File: config.mk
export PLATFORM = sky130hd
export DESIGN_NAME = serial_frame_encoder
export DESIGN_NICKNAME = d
export VERILOG_FILES = /design/src/rtl/sfe_pkg.sv /design/src/rtl/sfe_build.sv /design/src/rtl/serial_frame_encoder.sv
export SDC_FILE = /design/constraint.sdc
export NUM_CORES = 1
export LEC_CHECK = 0
export ABC_AREA = 1
export BUFFER_PORTS_ARGS = -buffer_cell sky130_fd_sc_hd__clkbuf_2
export CAP_MARGIN = 20
export CORE_MARGIN = 2
export CORE_UTILIZATION = 37
export DETAILED_ROUTE_END_ITERATION = 6
export GPL_ROUTABILITY_DRIVEN = 0
export GPL_TIMING_DRIVEN = 0
export SYNTH_ARGS = -nofsm -noshare
export SYNTH_HDL_FRONTEND = slang
export SYNTH_HIERARCHICAL = 1
export SYNTH_SLANG_ARGS = --single-unit
File: constraint.sdc
create_clock -name i_clk -period 6.95 [get_ports i_clk]
set_input_delay 0.695 -clock i_clk [delete_from_list [all_inputs] [get_ports i_clk]]
set_output_delay 0.695 -clock i_clk [all_outputs]
set_load 0.05 [all_outputs]
File: src/rtl/sfe_pkg.sv
`default_nettype none

package sfe_pkg;

    localparam int unsigned C_SLOTS     = 10;
    localparam int unsigned C_SLOT_W    = 4;
    localparam int unsigned C_SUM_W     = 12;

    // slot layout: header 0..2, data group 3..6, trailer 7..9
    localparam logic [C_SLOT_W-1:0] C_SLOT_CR = 4'd9;

    localparam logic [7:0] C_HASH    = 8'h23;  // '#'
    localparam logic [7:0] C_LOWER_A = 8'h61;  // 'a'
    localparam logic [7:0] C_EQ      = 8'h3D;  // '='
    localparam logic [7:0] C_CR      = 8'h0D;  // '\r'
    localparam logic [5:0] C_SIX_MSK = 6'h3F;

    typedef logic [C_SLOTS-1:0]      t_mask;
    typedef logic [C_SLOTS-1:0][7:0] t_chars;

    // everything one input item produces, plus the encoder state after it
    typedef struct packed {
        t_mask              mask;
        t_chars             chars;
        logic [C_SUM_W-1:0] sum;
        logic [15:0]        held;
        logic [1:0]         cnt;
    } t_build;

    function automatic logic [7:0] f_b64(input logic [5:0] six);
        f_b64 = C_EQ + {2'b00, six & C_SIX_MSK};
    endfunction

endpackage

`default_nettype wire

File: src/rtl/sfe_build.sv
`default_nettype none

module sfe_build
    import sfe_pkg::*;
(
    input  wire logic               i_first,
    input  wire logic [7:0]         i_addr,
    input  wire logic [7:0]         i_command_byte,
    input  wire logic               i_payload_valid,
    input  wire logic [7:0]         i_payload_byte,
    input  wire logic               i_last,
    input  wire logic [C_SUM_W-1:0] i_sum,
    input  wire logic [15:0]        i_held,
    input  wire logic [1:0]         i_cnt,
    output t_build                  o_build
);

    logic [C_SUM_W-1:0] w_sum0;
    logic [15:0]        w_hb0;
    logic [1:0]         w_cnt0;
    logic [15:0]        w_hb1;
    logic [1:0]         w_cnt1;
    logic [7:0]         w_hdr1;
    logic               w_grp;
    logic [7:0]         w_ga, w_gb, w_gc;
    logic [7:0]         w_g0, w_g1, w_g2, w_g3;
    logic [C_SUM_W-1:0] w_hsum, w_gsum, w_sum;

    always_comb begin
        // a new frame drops any partial group and the running sum
        w_sum0 = i_first ? '0 : i_sum;
        w_hb0  = i_first ? '0 : i_held;
        w_cnt0 = i_first ? '0 : i_cnt;

        w_hb1  = w_hb0;
        w_cnt1 = w_cnt0;
        w_grp  = 1'b0;
        w_ga   = '0;
        w_gb   = '0;
        w_gc   = '0;
        if (i_payload_valid) begin
            unique case (w_cnt0)
                2'd0: begin
                    w_hb1  = {8'h00, i_payload_byte};
                    w_cnt1 = 2'd1;
                end
                2'd1: begin
                    w_hb1  = {w_hb0[7:0], i_payload_byte};
                    w_cnt1 = 2'd2;
                end
                default: begin
                    w_grp  = 1'b1;
                    w_ga   = w_hb0[15:8];
                    w_gb   = w_hb0[7:0];
                    w_gc   = i_payload_byte;
                    w_hb1  = '0;
                    w_cnt1 = 2'd0;
                end
            endcase
        end
        // flush a partial group, zero padded
        if (i_last && (w_cnt1 != 2'd0)) begin
            w_grp = 1'b1;
            w_ga  = (w_cnt1 == 2'd1) ? w_hb1[7:0] : w_hb1[15:8];
            w_gb  = (w_cnt1 == 2'd1) ? 8'h00 : w_hb1[7:0];
            w_gc  = 8'h00;
        end

        w_hdr1 = C_LOWER_A + i_addr;
        w_g0   = f_b64(w_ga[7:2]);
        w_g1   = f_b64({w_ga[1:0], w_gb[7:4]});
        w_g2   = f_b64({w_gb[3:0], w_gc[7:6]});
        w_g3   = f_b64(w_gc[5:0]);

        w_hsum = i_first ? ({4'h0, C_HASH} + {4'h0, w_hdr1} + {4'h0, i_command_byte}) : '0;
        w_gsum = w_grp ? ({4'h0, w_g0} + {4'h0, w_g1} + {4'h0, w_g2} + {4'h0, w_g3}) : '0;
        w_sum  = w_sum0 + w_hsum + w_gsum;

        o_build.chars = {C_CR, f_b64(w_sum[5:0]), f_b64(w_sum[11:6]),
                         w_g3, w_g2, w_g1, w_g0,
                         i_command_byte, w_hdr1, C_HASH};
        o_build.mask  = {{3{i_last}}, {4{w_grp}}, {3{i_first}}};
        o_build.sum   = i_last ? '0 : w_sum;
        o_build.held  = i_last ? '0 : w_hb1;
        o_build.cnt   = i_last ? '0 : w_cnt1;
    end

endmodule

`default_nettype wire

File: src/rtl/serial_frame_encoder.sv
// Serial frame encoder: turns a stream of frame items into ASCII characters.
// Input channel (i_valid / o_ready): one transfer per item carrying first,
// addr, command_byte, payload_valid, payload_byte and last.
// Output channel (o_valid / i_ready): one transfer per character, with
// o_run_end on the last character of an item and o_frame_end on the '\r'.
// An accepted item is encoded in a single pass into a ten-slot character
// buffer (header, data group, trailer) plus the updated checksum and held
// bytes. The first character is offered the cycle after the transfer.
// Throughput: the output port moves one character per cycle while i_ready
// is high, so an item that yields k characters holds the buffer until all k have left;
// the next item with characters is taken in the cycle the buffer's last character leaves.
// Items that yield no character are taken every cycle, even while the
// buffer drains, since they only update the held bytes.
// A stalled receiver (i_ready low) holds the current character; the block
// then takes no item that yields characters.
// Reset (i_rst_n low, synchronous) empties the buffer and clears the
// checksum and the held group.
`default_nettype none

module serial_frame_encoder
    import sfe_pkg::*;
(
    input  wire logic       i_clk,
    input  wire logic       i_rst_n,
    input  wire logic       i_valid,
    output logic            o_ready,
    input  wire logic       i_first,
    input  wire logic [7:0] i_addr,
    input  wire logic [7:0] i_command_byte,
    input  wire logic       i_payload_valid,
    input  wire logic [7:0] i_payload_byte,
    input  wire logic       i_last,
    output logic            o_valid,
    input  wire logic       i_ready,
    output logic [7:0]      o_out_byte,
    output logic            o_run_end,
    output logic            o_frame_end
);

    // encoder state
    logic [C_SUM_W-1:0] r_sum;
    logic [15:0]        r_held;
    logic [1:0]         r_cnt;
    // character buffer: pending slots and their characters
    t_mask              r_mask, n_mask;
    t_chars             r_chars;

    t_build             w_build;
    t_mask              w_rest;
    logic [C_SLOT_W-1:0] w_idx;
    logic               w_in_xfer;
    logic               w_out_xfer;
    logic               w_one_left;
    logic               w_loads;

    sfe_build u_build (
        .i_first        (i_first),
        .i_addr         (i_addr),
        .i_command_byte (i_command_byte),
        .i_payload_valid(i_payload_valid),
        .i_payload_byte (i_payload_byte),
        .i_last         (i_last),
        .i_sum          (r_sum),
        .i_held         (r_held),
        .i_cnt          (r_cnt),
        .o_build        (w_build)
    );

    // lowest pending slot goes out first
    always_comb begin
        w_idx = '0;
        for (int i = C_SLOTS - 1; i >= 0; i--) begin
            if (r_mask[i]) begin
                w_idx = C_SLOT_W'(i);
            end
        end
    end

    assign w_rest     = r_mask & (r_mask - t_mask'(1));
    assign w_one_left = (w_rest == '0);
    assign w_loads    = (w_build.mask != '0);

    assign o_valid     = (r_mask != '0);
    assign o_out_byte  = r_chars[w_idx];
    assign o_run_end   = w_one_left;
    assign o_frame_end = (w_idx == C_SLOT_CR);

    assign o_ready    = !w_loads || !o_valid || (i_ready && w_one_left);
    assign w_in_xfer  = i_valid && o_ready;
    assign w_out_xfer = o_valid && i_ready;

    always_comb begin
        n_mask = w_out_xfer ? w_rest : r_mask;
        if (w_in_xfer && w_loads) begin
            n_mask = w_build.mask;
        end
    end

    always_ff @(posedge i_clk) begin
        if (!i_rst_n) begin
            r_mask <= '0;
            r_sum  <= '0;
            r_held <= '0;
            r_cnt  <= '0;
        end else begin
            r_mask <= n_mask;
            if (w_in_xfer) begin
                r_sum  <= w_build.sum;
                r_held <= w_build.held;
                r_cnt  <= w_build.cnt;
            end
        end
    end

    always_ff @(posedge i_clk) begin
        if (w_in_xfer && w_loads) begin
            r_chars <= w_build.chars;
        end
    end

    // a new item never overwrites characters still waiting
    a_no_overwrite: assert property (@(posedge i_clk) disable iff (!i_rst_n)
        (w_in_xfer && w_loads) |-> (!o_valid || (w_out_xfer && w_one_left)))
        else $error("buffer overwritten while characters pending");

    // the group counter never reaches three
    a_cnt_range: assert property (@(posedge i_clk) disable iff (!i_rst_n)
        r_cnt != 2'd3)
        else $error("held count out of range");

    // the carriage return is always the item's last character
    a_cr_ends_run: assert property (@(posedge i_clk) disable iff (!i_rst_n)
        (o_valid && o_frame_end) |-> o_run_end)
        else $error("frame end without run end");

    // a frame's end leaves the encoder with nothing held
    a_clear_after_last: assert property (@(posedge i_clk) disable iff (!i_rst_n)
        (w_in_xfer && i_last) |=> (r_cnt == 2'd0 && r_sum == '0))
        else $error("state not cleared after last");

    // nothing offered right after reset
    a_reset_empty: assert property (@(posedge i_clk)
        !$past(i_rst_n) |-> !o_valid)
        else $error("output valid after reset");

endmodule

`default_nettype wire

* Yosys cells after proc, flatten, opt, wreduce, memory -nomap -nowiden
Cells that the tools add are included.
** Cells by class
- Equality and inequality tests :: 3
- Magnitude comparators :: 1
- Add/sub/neg operators :: 15
- Bitwise operators :: 1
- Mux-type cells :: 40
- Reductions and logical operators :: 16
** Operator list (count)
- $mux 8 :: 12
- $mux 12 :: 4
- $mux 16 :: 3
- $add 6x6->7 const A :: 6
- $mux 4 :: 10
- $add 12x8->12 :: 3
- $bmux 8 s4 :: 1
- $pmux 16 s2 :: 1
- $add 12x12->12 :: 2
- $mux 10 :: 2
- $reduce_bool 10->1 :: 2
- $and 10x10->10 :: 1
- $logic_not 10->1 :: 1
- $sub 10x1->10 const B :: 1
- $add 6x8->9 const A :: 1
- $add 8x8->9 :: 1
- $add 7x8->8 const A :: 1
- $mux 2 :: 3
- $logic_and 1x1->1 :: 5
- $lt 4x5->1 const B :: 1
- $eq 2x1->1 const B :: 2
- $eq 4x4->1 const B :: 1
- $pmux 2 s2 :: 1
- $reduce_bool 2->1 :: 2
- 5 further kinds :: 9
** Word-level totals
- Output and inout bits :: 12
- Logic and storage cells :: 88
- Bits in registers :: 104
- Input port bits :: 31

* Longest topological paths before layout
Gate-level depths: netlist of the first run.
- Depth after elaboration :: 14
- Depth in mapped cells :: 44
- Gate-level depth less buffers :: 43

* By module
The synthesis of the first run kept the hierarchy.
** By module, submodules not included
- serial_frame_encoder :: instances 1, seq. area each 3203.1 sq um, cells each 559, area each 5278.8 sq um
- sfe_build :: instances 1, seq. area each 0.0 sq um, cells each 635, area each 3875.0 sq um

* Worst setup path after synthesis of the first run
No wires, ideal clock.
- Path kind :: in2reg
- Start point :: input port i_first
- End point :: register r_chars[61] (netlist name) (data pin)
- Setup time :: 258 ps
- Buffers on the path :: 1
- Data arrival time :: 5917 ps
- Slack :: 775 ps
- Stages on the path :: 38
- Data required time :: 6692 ps
- Path through :: buf_6 -> inv_8 -> nand2_8 -> nand2_8 -> o211ai_2 -> nand2_2 -> inv_2 -> nand3_1 -> nand2_2 -> ha_1 -> inv_1 -> nand3_1 -> nand2_1 -> nand2_1 -> fa_1 -> inv_1 -> fa_1 -> inv_1 -> [... 2 more ...] -> nand2_1 -> a31oi_1 -> nor2_1 -> nor2_1 -> nor2_1 -> nor2_1 -> o21ai_0 -> fa_1 -> inv_1 -> ha_1 -> nand2_1 -> inv_1 -> a21oi_1 -> nand2_1 -> xor2_1 -> nand3_1 -> o21ai_0 -> nand2_1
** RTL lines
- start: declaration :: RTL line serial_frame_encoder.sv:27 : input wire logic i_first,
- end signal: assignment :: RTL line serial_frame_encoder.sv:117 : r_chars <= w_build.chars;
- end: declaration :: RTL line serial_frame_encoder.sv:46 : t_chars r_chars;

==> results of run 1 <==
[critical path, delay by kind of cell]
family / cells / cell delay, ps
fa+ha+maj: 5 / 2240
simple gates: 16 / 1730
buf+inv: 5 / 510
compound gates: 6 / 1200
xor+xnor: 2 / 460
[final timing paths]
check | from | to | cells past startpoint
hold / removal | r_sum[8] | r_sum[8] | 2
setup reg to reg | r_cnt[1] | r_chars[60] | 33
hold reg to reg | r_sum[8] | r_sum[8] | 2
setup / recovery | i_first | r_chars[60] | 34
[through the flow]
stage                     setup TNS [ps]  utilization [%]
after floorplan                        0                -
after global placement              -380             40.4
after detailed placement            -354             40.5
after CTS                              0             43.0
after global routing               -8.82             43.5
final                                  0             43.5
[repair_timing]
item,in CTS,in global routing
buffers inserted,0,6
resized for setup,0,13
endpoints found under the setup margin,0,7
[flip-flops by register name, indices dropped and copies added (netlist names)]
signal	cells
r_chars	80
r_mask	10
r_sum	12
r_cnt	2
r_held	16
[final cells by class]
type | instances | area, um^2 | area share [%]
timing repair buffer | 45 | 275 | 2.60
buffer | 73 | 495 | 4.69
inverter | 212 | 810 | 7.66
multi-input combinational | 809 | 4780 | 45.2
tap | 324 | 405 | 3.83
clock inverter | 14 | 173 | 1.63
sequential | 120 | 3200 | 30.3
clock buffer | 18 | 429 | 4.06
[layout by cell type (no fill, tap or decap), types with 4 or more instances in the layout]
master	Yosys	routed
a21oi_1	33	30
buf_2	6	6
buf_4	42	47
buf_6	7	7
clkbuf_1	15	16
clkbuf_16	0	17
clkbuf_2	3	41
conb_1	2	22
dfxtp_1	40	40
edfxtp_1	80	80
fa_1	25	25
ha_1	40	40
inv_1	201	200
inv_2	7	7
nand2_1	211	210
nand2_2	11	12
nand3_1	114	113
nand3_2	3	4
nand3b_1	25	25
nand4_1	15	15
nor2_1	160	158
nor2_2	7	9
nor2_4	5	5
o211ai_1	8	8
o21ai_0	53	52
o22ai_1	6	6
or2_2	8	8
xnor2_1	6	5
xor2_1	24	23
[cell families after synthesis]
family                   Yosys count  share of synthesized area [%]
AND/OR/NAND/NOR                  577                           29.4
buffers and inverters            285                           14.2
flip-flops                       120                           35.0
AO/OA/AOI/OAI                    115                           7.45
adder cells (fa/ha/maj)           65                           10.9
XOR/XNOR                          30                           2.87
other                              2                         0.0820
[layer usage]
metal  up-vias  part of all wire (%)  routed length [um]
li1       3933                     -                   -
met1      3583                    47               11000
met2       219                    46               10900
met3        37                   5.0                1190
met4         0                   2.3                 550
met5         -                     0                   0
[synthesized netlist by cell type, types with 2 or more instances]
| library cell | count |
|---|---|
| nand2_1 | 211 |
| inv_1 | 201 |
| nor2_1 | 160 |
| nand3_1 | 114 |
| edfxtp_1 | 80 |
| o21ai_0 | 53 |
| buf_4 | 42 |
| dfxtp_1 | 40 |
| ha_1 | 40 |
| a21oi_1 | 33 |
| fa_1 | 25 |
| nand3b_1 | 25 |
| xor2_1 | 24 |
| clkbuf_1 | 15 |
| nand4_1 | 15 |
| nand2_2 | 11 |
| o211ai_1 | 8 |
| or2_2 | 8 |
| buf_6 | 7 |
| inv_2 | 7 |
| nor2_2 | 7 |
| buf_2 | 6 |
| o22ai_1 | 6 |
| xnor2_1 | 6 |
| nor2_4 | 5 |
| clkbuf_2 | 3 |
| nand2_4 | 3 |
| nand2_8 | 3 |
| nand3_2 | 3 |
| nor3_1 | 3 |
| o21ai_1 | 3 |
| a22oi_1 | 2 |
| conb_1 | 2 |
| nor2b_1 | 2 |
| nor4_1 | 2 |
| o22ai_2 | 2 |
[power by group through the flow]
stage	Clock (mW)	Sequential, mW	Combinational (mW)
3_3_place_gp	0	1.27	3.08
5_1_grt	0.964	1.26	3.61
2_1_floorplan	0	1.23	2.30
4_1_cts	0.939	1.24	3.14
6_report	0.921	1.23	3.25
3_5_place_dp	0	1.25	3.12
==> reports/metrics.cfg, run 1 <==
[clock_tree]
clk_pin_slew_worst_paths_ps = 60
hold_buffers = 0
insertion_delay_ps = 420
cts_max_level = 4
clock_path_buffers = 2
numCtsBuffers = 17
cts.sinks = 120
cts_tree = built
cts_root_buffer = clkbuf_16

[timing]
fin_crit_ps = 6650
setup_viol = 0
relSlewSlack_pct = 41.3
skew_ps = 18.0
setup_ws_ps = 303
hold_viol = 0
fmax_mhz = 150
period_share_pct = 95.6
whs_ps = 484
worstMarginPinSlew_ps = 881
drv_slew = 0

[worst_setup_path]
cp_slowest_cell = fa_1
setup.worst_path.class = in -> reg
critPathCaptureType = register
cp.required_ps = 7170
cp-start-kind = primary input
crit_path_max_incr_delay_ps = 550
worstPathMaxFanout = 9
cpMostUsedCell = nand2_1
r2r_slack_ps = 370
crit_arrival_ps = 6870

[yosys]
synth_edf_count = 80
avgSynthCellArea_um2 = 7.67
synth.distinct_cells = 53
ys_seq_area_share_pct = 35.0
netlist_area_mm2 = 0.00915
yosys.area.top_type = edfxtp_1
synth_cells = 1194
synth_warnings = 6
synthTopCellsByArea = edfxtp_1 (26%), dfxtp_1 (8.7%), nand2_1 (8.7%), inv_1 (8.2%), nor2_1 (6.6%)
ys.flop_type = edfxtp_1
synth_seq_cells = 120
yosysTopAreaCellShare_pct = 26.2
synth-async-reset-ratio_pct = 0

[routing]
ant_nets = 0
drc_errors = 0
drt_iter0_markers = 616
via_per_inst = 4.81
wirelength_um = 23600
dr.pass1.iters = 7
vias = 7772
wl_per_cell_um = 14.6

[die]
die_width_um = 161
die_y_um = 161
core_mm2 = 0.0243
die-area_mm2 = 0.0260
ios = 43
rows = 57
initial_core_util_pct = 37.6

[global_route]
grt_usage_pct = 18.5
grt_max_degree = 78
grt_pass1_vias = 7187
grt_use_met3_pct = 3.18
grt.met1_usage_pct = 25.2
grt_overflow = 0
top_usage_layer = met2
grt_pass1_wl_um = 37500
antenna_found_initial = 0
grtUsageMet2_pct = 29.5

[placed_design]
place_area_mm2 = 0.00985
port_buffers = 38
dp_hpwl_um = 18200
numPlacedInstances = 1577
dp_slack_ps = -170

[final_layout]
nFillCells = 2453
diodes = 0
area_growth_pct = 15.5
stdcell_count = 1615
layout.nets = 1374
drive_gt1_share_pct = 15.9
finalInstanceArea_mm2 = 0.0106

[power_and_ir_drop]
power_density_mw_per_mm2 = 511
switchingPower_mw = 2.72
p_seq_share_pct = 22.9
intPower_mw = 2.68
clock_power_share_pct = 17.0
swShare_pct = 50.3
power_mw = 5.40
p_leak_nw = 5.01
peakVddDrop_mv = 0.639
combPwrFrac_pct = 60.1

[flow_run]
maxCapViolations = 0

[status]
status = complete, no violations

[worst_hold_path]
holdCritPathClass = reg -> reg

(Power assumes the default switching activity.)
==> run 2: changes to the inputs <==
- CORE_UTILIZATION: 37 -> 34
==> run 2 against run 1 <==
Effect of this change: setup slack gained 130 ps; register-to-register slack gained 100 ps; non-clock buffer count shrank 1; final area shrank 0.46%; via count shrank 1.2%; maximum frequency grew 1.9%; clock power shrank 5.3%; sequential power is essentially flat; cell count grew 0.99%; critical endpoint is now r_chars[61]; largest cell class unchanged.
==> reports/metrics.cfg, run 2 (synthesized netlist as in run 1, its figures left out) <==
[placed_design]
port_buffers = 38  ; unchanged
dp_slack_ps = -237  ; -67.1 ps
place_area_mm2 = 0.00988  ; +0.22%
dp_hpwl_um = 18400  ; +1.5%

[clock_tree]
cts_tree = built
clock_path_buffers = 2  ; unchanged
cts_max_level = 4  ; unchanged
insertion_delay_ps = 430  ; about the same
cts.sinks = 120  ; unchanged
numCtsBuffers = 17  ; unchanged
cts_root_buffer = clkbuf_16
hold_buffers = 0  ; unchanged
clk_pin_slew_worst_paths_ps = 60  ; about the same

[final_layout]
drive_gt1_share_pct = 15.5  ; -0.38 points
regMostFlops = r_chars
finalInstanceArea_mm2 = 0.0105  ; -0.46%
area_growth_pct = 15.0
register_area_mm2 = 0.00320  ; unchanged
nFillCells = 2785  ; +14%
reg.largest.list = r_chars: 80 flops, r_held: 16 flops, r_sum: 12 flops
post-route-util_pct = 39.4  ; -4.1 points
layout_common_cells = nand2_1 (210), inv_1 (200), nor2_1 (159), nand3_1 (114), edfxtp_1 (80)
diodes = 0  ; unchanged
mostFrequentLayoutCell = nand2_1
multi_input_area_mm2 = 0.00475  ; -0.58%
layout.nets = 1373  ; -0.073%
largest_register_ffs = 80  ; unchanged

[worst_setup_path]
cp.required_ps = 7120  ; -50 ps
cp-start-kind = primary input
setup.worst_path.class = in -> reg
crit_path_max_incr_delay_ps = 550  ; about the same
cpMostUsedCell = nand2_1
cp_slowest_cell = fa_1
critPathCaptureType = register
crit_arrival_ps = 6690  ; -180 ps
worstPathMaxFanout = 9  ; unchanged

[timing]
relSlewSlack_pct = 42.9  ; +1.7 points
fmax_mhz = 153  ; +1.9%
whs_ps = 485  ; +0.998 ps
skew_ps = 13.7  ; -4.37 ps
worstMarginPinSlew_ps = 856  ; -25.1 ps
drv_slew = 0  ; unchanged
hold_viol = 0  ; unchanged
fin_crit_ps = 6520  ; -126 ps
period_share_pct = 93.8  ; -1.8 points
setup_viol = 0  ; unchanged
setup_ws_ps = 429  ; +126 ps

[global_route]
grt_pass1_wl_um = 37400  ; -0.44%
grt_pass1_vias = 7145  ; -0.58%
grtUsageMet2_pct = 27.0  ; -2.5 points
grt_max_degree = 63  ; -19%
top_usage_layer = met2
grt_use_met3_pct = 2.61  ; -0.58 points
grt_usage_pct = 17.0  ; -1.5 points
grt.met1_usage_pct = 23.6  ; -1.5 points
grt_overflow = 0  ; unchanged
antenna_found_initial = 0  ; unchanged

[routing]
ant_nets = 0  ; unchanged
dr.pass1.iters = 5  ; -2
via_per_inst = 4.71  ; -2.2%
wirelength_um = 23400  ; -0.99%
drt_iter0_markers = 657  ; +6.7%
vias = 7676  ; -1.2%
wl_per_cell_um = 14.3  ; -2.0%
drc_errors = 0  ; unchanged

[die]
die_width_um = 168  ; +4.2%
initial_core_util_pct = 34.3  ; -3.4 points
die-area_mm2 = 0.0283  ; +8.6%
core_mm2 = 0.0267  ; +9.9%
ios = 43  ; unchanged
rows = 60  ; +5.3%
die_y_um = 168  ; +4.2%

[power_and_ir_drop]
intPower_mw = 2.59  ; -3.6%
peakVddDrop_mv = 0.251  ; -61%
power_density_mw_per_mm2 = 506  ; -0.98%
combPwrFrac_pct = 60.5  ; +0.4 points
swShare_pct = 51.4  ; +1.1 points
switchingPower_mw = 2.74  ; +0.73%
p_seq_share_pct = 23.1  ; +0.2 points
clock_power_share_pct = 16.4  ; -0.6 points
p_leak_nw = 4.99  ; -0.46%

[status]
status = complete, no violations

[worst_hold_path]
holdCritPathClass = reg -> reg

[flow_run]
maxCapViolations = 0  ; unchanged

-- run 2: cell count changes in the layout (fill, tap and decap cells not counted), sizes merged --
cell,previous run,this run
bufinv,3,0
clkinv,7,6
buf,62,61
clkbuf,74,73
clkinvlp,3,2
inv,213,219
-- run 2: repair_timing --
action / in CTS / in global routing
buffers inserted: 0 / 5
resized for setup: 0 / 9
setup endpoints to repair: 0 / 5
-- run 2: power by group through the flow --
stage	Combinational, mW	Sequential [mW]	Clock, mW
6_report	3.22	1.23	0.872
5_1_grt	3.56	1.26	0.915
4_1_cts	3.14	1.24	0.884
3_5_place_dp	3.13	1.25	0
3_3_place_gp	3.08	1.27	0
2_1_floorplan	2.30	1.23	0
-- run 2: routing by layer --
layer,part of all wire (%),vias up
met1,47,3497
met5,0,-
met3,5.2,36
met4,2.2,0
li1,-,3931
met2,46,212
-- run 2: area by class of cell --
type / count / area share (%)
buffer: 73 / 4.71
clock inverter: 15 / 1.44
sequential: 120 / 30.4
tap: 341 / 4.05
inverter: 212 / 7.72
multi-input combinational: 809 / 45.2
clock buffer: 17 / 4.04
timing repair buffer: 44 / 2.43
-- run 2: critical path: cells and delay by family --
family | cells | cell delay [ps]
AOI/OAI and AO/OA | 6 | 810
xor gates and xnor gates | 1 | 250
adders and majority gates | 6 | 2470
buffers and inverters | 8 | 690
and+or+nand+nor | 19 | 1730
-- run 2: path summary, 6_finish.rpt --
path	from	to	slack (ps)	cells past startpoint
worst max-delay path	i_first	r_chars[61]	430	40
worst min-delay path	r_sum[6]	r_sum[6]	480	2
worst max register to register	r_cnt[1]	r_chars[61]	470	38
worst min register to register	r_sum[6]	r_sum[6]	480	2
-- run 2: stage by stage --
| stage | cells | setup TNS [ps] | total power [mW] |
|---|---|---|---|
| 2_1_floorplan | 1214 | 0 | 3.53 |
| 3_3_place_gp | 1593 | -509 | 4.34 |
| 3_5_place_dp | 1594 | -569 | 4.38 |
| 4_1_cts | 1626 | 0 | 5.26 |
| 5_1_grt | 1631 | -23.8 | 5.74 |
| 6_report | 1631 | 0 | 5.32 |
==> run 3: changes to the inputs <==
- ABC_AREA: 1 -> 0
- CORE_MARGIN: 2 -> 8
==> run 3 against run 2 <==
Effect of this change: clock-buffer cell count is 1 higher; critical path depth is 14 lower; synthesized cell count is 30% lower; highest routed layer unchanged.
==> reports/metrics.cfg, run 3 <==
[final_layout]
post-route-util_pct = 40.9  ; +1.5 points
regMostFlops = r_chars
reg.largest.list = r_chars: 80 flops, r_held: 16 flops, r_sum: 12 flops
area_growth_pct = 18.0
largest_register_ffs = 80  ; unchanged
layout_common_cells = edfxtp_1 (80), inv_1 (69), mux2i_1 (58), buf_4 (48)
layout.nets = 1019  ; -26%
diodes = 0  ; unchanged
mostFrequentLayoutCell = edfxtp_1
finalInstanceArea_mm2 = 0.00998  ; -5.2%
drive_gt1_share_pct = 20.8  ; +5.3 points

[yosys]
yosys.area.top_type = edfxtp_1
ys.flop_type = edfxtp_1
yosysTopAreaCellShare_pct = 28.4  ; +2.2 points
synth_common_cells = edfxtp_1 (80), inv_1 (69), mux2i_1 (58)
synthTopCellsByArea = edfxtp_1 (28%), dfxtp_1 (9.5%), mux2i_1 (6.9%), fa_1 (5.9%), ha_1 (5.9%)
netlist_area_mm2 = 0.00846  ; -7.6%
synth_warnings = 6  ; unchanged
yosysMostFrequentCell = edfxtp_1
synth.distinct_cells = 76  ; +43%
synth_edf_count = 80  ; unchanged
ys_seq_area_share_pct = 37.9  ; +2.9 points
avgSynthCellArea_um2 = 10.1  ; +32%
synth-async-reset-ratio_pct = 0  ; unchanged
synth_cells = 838  ; -30%
synth_seq_cells = 120  ; unchanged

[clock_tree]
cts_max_level = 4  ; unchanged
cts_tree = built
cts.sinks = 120  ; unchanged
numCtsBuffers = 17  ; unchanged
cts_root_buffer = clkbuf_16
clock_path_buffers = 2  ; unchanged
insertion_delay_ps = 410  ; -20 ps
clk_pin_slew_worst_paths_ps = 60  ; about the same

[timing]
drv_slew = 0  ; unchanged
fmax_mhz = 149  ; -3.0%
setup_ws_ps = 229  ; -200 ps
worstMarginPinSlew_ps = 861  ; +5.19 ps
setup_viol = 0  ; unchanged
period_share_pct = 96.7  ; +2.9 points
relSlewSlack_pct = 42.1  ; -0.84 points
hold_viol = 0  ; unchanged
skew_ps = 11.2  ; -2.50 ps
fin_crit_ps = 6720  ; +200 ps
tns_ps = 0  ; unchanged

[routing]
drt_iter0_markers = 391  ; -40%
vias = 6335  ; -17%
route.met3.wl_um = 1020  ; -16%
wl_per_cell_um = 17.3  ; +21%
met1_length_um = 9650  ; -12%
ant_nets = 0  ; unchanged
wirelength_um = 21800  ; -6.7%
dr_wl_met2_um = 10600  ; -1.2%
via_per_inst = 5.03  ; +6.8%
dr.pass1.iters = 5  ; unchanged
top_layer = met4
drc_errors = 0  ; unchanged

[worst_hold_path]
hold_depth = 2  ; unchanged
min_to = r_sum[8]
holdCritStartpoint = r_sum[8]
holdCritPathClass = reg -> reg

[placed_design]
dp_slack_ps = -740  ; -502 ps
port_buffers = 40  ; +5.3%
place_area_mm2 = 0.00919  ; -7.0%
dp_hpwl_um = 16600  ; -10%

[die]
core_mm2 = 0.0244  ; -8.7%
die_width_um = 174  ; +3.3%
rows = 57  ; -5.0%
die_y_um = 174  ; +3.3%
initial_core_util_pct = 34.7  ; +0.42 points
die-area_mm2 = 0.0302  ; +6.8%
ios = 43  ; unchanged

[power_and_ir_drop]
clock_power_share_pct = 28.5  ; +12 points
switchingPower_mw = 1.15  ; -58%
power_mw = 3.00  ; -44%
peakVddDrop_mv = 0.203  ; -19%
combPwrFrac_pct = 40.2  ; -20 points
p_seq_share_pct = 31.3  ; +8.2 points
intPower_mw = 1.85  ; -29%
swShare_pct = 38.4  ; -13 points
power_density_mw_per_mm2 = 301  ; -41%
p_leak_nw = 4.08  ; -18%

[global_route]
grt_usage_pct = 14.4  ; -2.6 points
grt_overflow = 0  ; unchanged
grt_max_degree = 47  ; -25%
antenna_found_initial = 0  ; unchanged
grt_pass1_vias = 6272  ; -12%
grt_pass1_wl_um = 34300  ; -8.1%

[worst_setup_path]
timing.rr.end = r_chars[60]
r2r_slack_ps = 310  ; -160 ps
r2r-start = r_cnt[1]
reg2regPathDepth = 24  ; -37%
cp.required_ps = 7110  ; about the same
critPathCaptureType = register
setup.worst_path.class = in -> reg
crit_arrival_ps = 6880  ; +190 ps
cp-start-kind = primary input
worstPathMaxFanout = 10  ; +1

[status]
status = complete, no violations

[flow_run]
maxCapViolations = 0  ; unchanged

==> run 3: changes by cell type in the layout (fill, tap and decap cells not counted), sizes merged, moves of 18 or more <==
cell / delta
mux2i: +58
and2: +24
nor2b: +45
nand3: -102
inv: -143
nand2: -193
xnor2: +21
nor2: -124
nand3b: -24
a221oi: +18
==> run 3: timing repair <==
| action | CTS | global route |
|---|---|---|
| cloned | 0 | 0 |
| hold endpoints to repair | 0 | 0 |
| hold buffers | 0 | 0 |
| pin swaps | 2 | 5 |
| resized for setup | 13 | 21 |
| buffers inserted | 2 | 4 |
| endpoints found under the setup margin | 12 | 11 |
==> run 3: cell type report <==
cell class | count | area (um^2)
Clock buffer | 18 | 429
Timing Repair Buffer | 47 | 265
Tap cell | 324 | 405
Clock inverter | 14 | 140
Inverter | 71 | 267
Sequential cell | 120 | 3210
Fill cell | 2406 | 14400
Multi-Input combinational cell | 590 | 4760
Buffer | 76 | 499
==> run 3: power by group through the flow <==
| stage | sequential, mW | clock, mW | combinational, mW |
|---|---|---|---|
| 2_1_floorplan | 0.950 | 0 | 0.876 |
| 3_3_place_gp | 0.963 | 0 | 1.15 |
| 3_5_place_dp | 0.953 | 0 | 1.17 |
| 4_1_cts | 0.939 | 0.868 | 1.19 |
| 5_1_grt | 0.947 | 0.897 | 1.31 |
| 6_report | 0.938 | 0.856 | 1.21 |
==> run 3: cells by family after synthesis <==
kind of cell	after synthesis	synth area share, %
adder cells (fa/ha/maj)	66	12.0
AO/OA/AOI/OAI	172	14.7
XOR/XNOR	46	4.76
other	2	0.0888
flip-flops	120	37.9
multiplexers	60	7.13
AND/OR/NAND/NOR	224	14.5
buffers and inverters	148	8.98
==> run 3: through the flow <==
step           std cells  hold WS, ps
4_1_cts             1257          517
6_report            1260          510
5_1_grt             1260          541
3_5_place_dp        1223          501
2_1_floorplan        858          477
3_3_place_gp        1222          490
==> run 3: worst max-delay path: stages <==
cell and delay (ps):
buf_4 160, nand2b_4 140, buf_6 140, nor2_4 80, a211oi_4 440, a22o_1 350, ha_4 260, fa_1 540
inv_1 60, fa_1 500, inv_1 50, ha_1 220, fa_2 350, a21o_1 160, a21o_1 200, o21ai_0 190
a21oi_2 80, fa_1 490, ha_4 310, nand2_1 80, or3b_1 410, nand3_2 170, xor2_2 300, ha_1 260
nor3_2 70, xnor2_1 140
==> run 3: worst max-delay path by stage <==
stage	startpoint	endpoint	cells past startpoint
final	i_first	r_chars[60]	26
after global routing	i_first	r_sum[11]	30
after CTS	i_first	r_chars[61]	28
after detailed placement	i_first	r_chars[60]	24
after global placement	i_first	r_chars[60]	26
after floorplan	i_first	r_chars[62]	25
==> run 3: routing by layer <==
layer / vias up / track usage (%)
met5: - / 0
met4: 0 / 5.77
met3: 35 / 2.55
met2: 170 / 24.2
met1: 3039 / 17.9
li1: 3091 / -
